$ cat config.mk
export PLATFORM = sky130hd
export DESIGN_NAME = arp_sat_hash
export DESIGN_NICKNAME = d
export VERILOG_FILES = /design/src/rtl/arp_set_assoc_table_defines.svh /design/src/rtl/arp_sat_pkg.sv /design/src/rtl/arp_sat_hash.sv
export SDC_FILE = /design/constraint.sdc
export NUM_CORES = 1
export LEC_CHECK = 0
export ABC_AREA = 1
export BUFFER_PORTS_ARGS = -buffer_cell sky130_fd_sc_hd__buf_2
export CAP_MARGIN = 0
export CORE_MARGIN = 2
export CORE_UTILIZATION = 40
export CTS_CLUSTER_SIZE = 16
export DETAILED_ROUTE_END_ITERATION = 6
export GPL_ROUTABILITY_DRIVEN = 0
export PLACE_DENSITY = 0.59
export SLEW_MARGIN = 10
export SYNTH_ARGS = -nofsm -noshare
export SYNTH_HDL_FRONTEND = slang
export SYNTH_SLANG_ARGS = --single-unit
$ cat constraint.sdc
create_clock -name clk -period 3.7 [get_ports clk]
set_clock_uncertainty 0.05 [all_clocks]
set_input_delay 0 -clock clk [delete_from_list [all_inputs] [get_ports clk]]
set_output_delay 0 -clock clk [all_outputs]
set_load 0.01 [all_outputs]
$ cat src/rtl/arp_set_assoc_table_defines.svh
// ----------------------------------------------------------------------------
// Assertion macros for the ARP set-associative table.
// Each macro takes a label, the clock, the active-low reset, an antecedent,
// a consequent and a message string.
// ----------------------------------------------------------------------------
`ifndef ARP_SET_ASSOC_TABLE_DEFINES_SVH
`define ARP_SET_ASSOC_TABLE_DEFINES_SVH

// The consequent must hold in the same cycle as the antecedent.
`define ARP_ASSERT_SAME(label, clk, rst_n, ante, cons, msg) \
	label: assert property (@(posedge clk) disable iff (!rst_n) (ante) |-> (cons)) \
		else $error(msg);

// The consequent must hold in the cycle after the antecedent.
`define ARP_ASSERT_NEXT(label, clk, rst_n, ante, cons, msg) \
	label: assert property (@(posedge clk) disable iff (!rst_n) (ante) |=> (cons)) \
		else $error(msg);

`endif

$ cat src/rtl/arp_sat_pkg.sv
// ----------------------------------------------------------------------------
// ARP table package
// Item types, entry layout, opcodes, status codes and the hash mixing step.
// ----------------------------------------------------------------------------
`default_nettype none

package arp_sat_pkg;

	// Opcodes of an input item.
	localparam logic [1:0] OP_INSERT = 2'd0;
	localparam logic [1:0] OP_REMOVE = 2'd1;
	localparam logic [1:0] OP_LOOKUP = 2'd2;

	// Status codes of a result item.
	localparam logic [1:0] ST_OK        = 2'd0;
	localparam logic [1:0] ST_NOT_FOUND = 2'd1;
	localparam logic [1:0] ST_SET_FULL  = 2'd2;

	// Hash seed: 0xdeadbeef plus two words times four, initval zero.
	localparam logic [31:0] HASH_INIT = 32'hdeadbef7;
	localparam int          MIX_STEPS = 7;

	typedef struct packed {
		logic [1:0]  opcode;
		logic [31:0] ip_address;
		logic [15:0] vrf_id;
		logic [7:0]  port_in;
		logic [47:0] mac_in;
	} req_t;

	typedef struct packed {
		logic [1:0]  status;
		logic [7:0]  port_out;
		logic [47:0] mac_out;
	} rsp_t;

	typedef struct packed {
		logic        valid;
		logic [31:0] ip;
		logic [15:0] vrf;
		logic [7:0]  port;
		logic [47:0] mac;
	} entry_t;

	typedef struct packed {
		logic [31:0] a;
		logic [31:0] b;
		logic [31:0] c;
	} mix_t;

	function automatic logic [31:0] rotl32(input logic [31:0] x, input int k);
		return (x << k) | (x >> (32 - k));
	endfunction

	// One line of the final mix: one xor, one rotate and one subtract.
	function automatic mix_t mix_step(input mix_t s, input logic [2:0] step);
		mix_t r;
		r = s;
		case (step)
			3'd0: r.c = (s.c ^ s.b) - rotl32(s.b, 14);
			3'd1: r.a = (s.a ^ s.c) - rotl32(s.c, 11);
			3'd2: r.b = (s.b ^ s.a) - rotl32(s.a, 25);
			3'd3: r.c = (s.c ^ s.b) - rotl32(s.b, 16);
			3'd4: r.a = (s.a ^ s.c) - rotl32(s.c, 4);
			3'd5: r.b = (s.b ^ s.a) - rotl32(s.a, 14);
			3'd6: r.c = (s.c ^ s.b) - rotl32(s.b, 24);
			default: r = s;
		endcase
		return r;
	endfunction

endpackage

`default_nettype wire

$ cat src/rtl/arp_sat_hash.sv
// ----------------------------------------------------------------------------
// ARP table set hash
// Iterative hashword of the two key words, one mix line per cycle, then a
// reduction to the set count (a mask, or a reciprocal multiply then remainder).
// ----------------------------------------------------------------------------
`default_nettype none

module arp_sat_hash import arp_sat_pkg::*; #(
	parameter int SETS = 256,
	localparam int SET_W = (SETS > 1) ? $clog2(SETS) : 1
) (
	input  wire logic             clk,
	input  wire logic             arst_n,
	input  wire logic             load,
	input  wire logic [31:0]      word0,
	input  wire logic [31:0]      word1,
	output logic                  done,
	output logic [SET_W-1:0]      set_idx
);

	localparam bit IS_POW2 = ((SETS & (SETS - 1)) == 0);
	// Rounded-up reciprocal of the set count; exact for every 32-bit hash.
	localparam logic [32:0] RECIP =
		33'(((64'd1 << (32 + SET_W)) + 64'(SETS) - 64'd1) / 64'(SETS));
	localparam logic [31:0] SETS_W32 = 32'(SETS);

	localparam logic [1:0] H_IDLE = 2'd0;
	localparam logic [1:0] H_MIX  = 2'd1;
	localparam logic [1:0] H_MUL  = 2'd2;
	localparam logic [1:0] H_REM  = 2'd3;

	logic [1:0]       st_q;
	logic [2:0]       step_q;
	mix_t             mix_q;
	mix_t             mix_nxt;
	logic [64:0]      prod_q;
	logic [31:0]      quot;
	logic [31:0]      rem_val;
	logic [SET_W-1:0] set_q;
	logic             done_q;

	// Next mix line, and the quotient and remainder of the final hash.
	always_comb begin
		mix_nxt = mix_step(mix_q, step_q);
		quot    = 32'(prod_q >> (32 + SET_W));
		rem_val = mix_q.c - quot * SETS_W32;
	end

	// Control sequence of the hash unit.
	always_ff @(posedge clk or negedge arst_n) begin
		if (!arst_n) begin
			st_q   <= H_IDLE;
			step_q <= '0;
			done_q <= 1'b0;
		end else begin
			done_q <= 1'b0;
			case (st_q)
				H_IDLE: begin
					if (load) begin
						step_q <= '0;
						st_q   <= H_MIX;
					end
				end
				H_MIX: begin
					step_q <= step_q + 3'd1;
					if (step_q == 3'(MIX_STEPS - 1)) begin
						if (IS_POW2) begin
							done_q <= 1'b1;
							st_q   <= H_IDLE;
						end else begin
							st_q <= H_MUL;
						end
					end
				end
				H_MUL: begin
					st_q <= H_REM;
				end
				H_REM: begin
					done_q <= 1'b1;
					st_q   <= H_IDLE;
				end
				default: st_q <= H_IDLE;
			endcase
		end
	end

	// Mixing state, reciprocal product and the set index.
	always_ff @(posedge clk) begin
		case (st_q)
			H_IDLE: begin
				if (load) begin
					mix_q.a <= HASH_INIT + word0;
					mix_q.b <= HASH_INIT + word1;
					mix_q.c <= HASH_INIT;
				end
			end
			H_MIX: begin
				mix_q <= mix_nxt;
				if (step_q == 3'(MIX_STEPS - 1) && IS_POW2) begin
					set_q <= (SETS == 1) ? '0 : mix_nxt.c[SET_W-1:0];
				end
			end
			H_MUL: begin
				prod_q <= {33'd0, mix_q.c} * {32'd0, RECIP};
			end
			H_REM: begin
				set_q <= rem_val[SET_W-1:0];
			end
			default: begin
			end
		endcase
	end

	assign done    = done_q;
	assign set_idx = set_q;

endmodule

`default_nettype wire

==> metrics <==
clock sinks=110; clk root buf=clkbuf_16; area added between synthesis and finish=9.21%; period utilisation layout=93.1%; DR pass1 iterations=6; Final Hold Viols=0; WP data required=3.79 ns; Most used DFF post-synth=edfxtp_1; clock slew at reported path FFs=0.08 ns; Mapped Nets=2995; IO Pins=76; Worst EP arrival=3.53 ns; vias per cell=5.30; status=finished clean; Final nets=3073; initial antenna violation count=0; largest net degree at the start of global routing=74; diodes inserted=0; reg-to-reg slack, setup=0.25 ns; Iteration-0 DRC Markers=1909; first-pass GRT wire length=94200 µm; fin. max-slew vios=0; core area=39900 µm²; Routed WL=61400 µm; Post-Syn Area=16300 µm²; die width=206 µm; clk_lat worst skew=0.40 ns; post-synthesis cell type count=48; CTS HTree Levels=3; DRC=0; CTS buffer count=9; Port Buffers=75; number of synthesized flops with an enable pin=104; layout cells sized above 1=5.47%; Starting Density=40.8%; vias in the first global route=16.8k; Ys Warns=0; hpwl dp=50500 µm; setup violators final=0; Die Area=42300 µm²; row count=73; Max stage delay cell, worst path=dfrtp_1; post-route antenna net violation count=0; Seq cells post-synth=110; Avg Cell Area, Syn=5.76 µm²; unrepaired setup endpoints after global routing=no; crit path cell chain=inv_2, ha_1, inv_4, o221ai_1, o21ai_0, ha_1, nand2_1, nor2_2, and2_1, nand2_1, nand2_1, nand2_1, nand2_1, nand2_1, nand3_1, nand2_1; Async S/R FF share, synth=5.45%; CP startpoint kind=flip-flop; crit-path max cell delay=0.46 ns; wire per inst=17.9 µm; Die Y=206 µm; crit path kind=reg -> reg; HP Class=in -> reg; Relative slew margins=52.1%; most common cell after layout, fill and taps aside=nand2_1; aggregate global-route resource usage=29.4%; via count=18.2k; CTS tree=yes; CP most frequent cell=nand2_1; most frequent cells in the layout=nand2_1 (1046), inv_1 (512), nor2_1 (228); Synth Instances=2825; crit path max fanout=28; Max Cap Violations=0; Fmax achieved=290 MHz; grt ovf=0; Seq/Total Area, Yosys=20.1%; postcts setup bufs=0; crit end category=flip-flop; setup TNS=0 ns; clk buf depth=2; post-layout min period=3.45 ns; Worst Tran Pin Value=0.719 ns
cell type report:
class                           instances  area (µm²)
Multi-Input combinational cell       2150       10900
Clock buffer                            9         225
Tap cell                              525         657
Clock inverter                          7        81.3
Sequential cell                       110        3270
Inverter                              522        1980
Fill cell                            4343       22100
Timing Repair Buffer                  110         693
cells in the mapped netlist, types with 7 or more instances:
cell,n,share of area [%]
nand2_1,1046,24
inv_1,513,12
nor2_1,229,5.3
nand3_1,211,6.5
o21ai_0,146,4.5
a21oi_1,114,3.5
edfxtp_1,104,19
ha_1,100,7.7
xor2_1,100,5.4
o221ai_1,24,1.3
buf_2,22,0.68
mux2i_1,22,1.4
nor3_1,18,0.55
nand3b_1,17,0.78
o21ai_1,17,0.52
clkbuf_1,16,0.37
nor2_2,11,0.42
o21bai_1,10,0.46
xnor2_1,10,0.54
nand4_1,9,0.35
and2_1,8,0.31
a21o_1,7,0.32
critical path, delay by kind of cell, from the launching register on:
family	cells	cell delay [ns]
DFF	1	0.46
buffers and inverters	2	0.32
and+or+nand+nor	10	1.15
AOI/OAI and AO/OA	2	0.42
adders and majority gates	2	0.78
state kept, by name, summed over array words and instances, names as in the netlist:
signal	flops
done	1
st_q	2
mix_q	96
step_q	3
set_idx	8
path summary, 6_finish.rpt:
check / cells after the start / from / end
max: 16 / step_q[2] / mix_q[21]
min in group asynchronous: 3 / arst_n / step_q[1]
min reg2reg: 1 / st_q[0] / st_q[1]
max in group asynchronous: 3 / arst_n / done
max reg2reg: 16 / step_q[2] / mix_q[21]
min: 4 / word0[18] / mix_q[82]
routing by layer:
metal / vias to the layer above / GRT usage [%] / routed length [µm] / part of all wire, %
met4: 0 / 13.1 / 2910 / 4.7
met1: 8155 / 41.1 / 27500 / 45
met2: 832 / 45.3 / 25700 / 42
li1: 9062 / - / - / -
met3: 144 / 3.37 / 5320 / 8.7
met5: - / 0 / 0 / 0
what timing repair did:
item                       in CTS  in global routing
gates resized for setup         0                  7
setup endpoints to repair       0                 11
hold endpoints to repair       18                  0
hold buffers                   14                  0
kinds of logic after synthesis:
kind of cell,Yosys count,synth area share (%)
AO/OA/AOI/OAI,343,11.7
buffers and inverters,565,13.4
flip-flops,110,20.1
multiplexers,22,1.35
XOR/XNOR,112,6.12
adder cells (fa/ha/maj),103,8.05
AND/OR/NAND/NOR,1570,39.3
through the flow:
stage          setup WS (ns)  hold WS (ns)  cell area [µm²]  util [%]  std cells
6_report               0.254        0.0134            17800      44.6       3433
5_1_grt              0.00646        0.0456            17800      44.6       3433
4_1_cts                0.154       0.00368            17800      44.5       3433
3_5_place_dp           0.173        -0.204            17300      43.4       3403
3_3_place_gp           0.158        -0.205            17300      43.4       3403
2_1_floorplan          0.394        -0.346            16300         -       2825
Power is left out: the tool's default activity adds up to more than one toggle a clock period on the data nets, which glitch-free logic cannot reach.
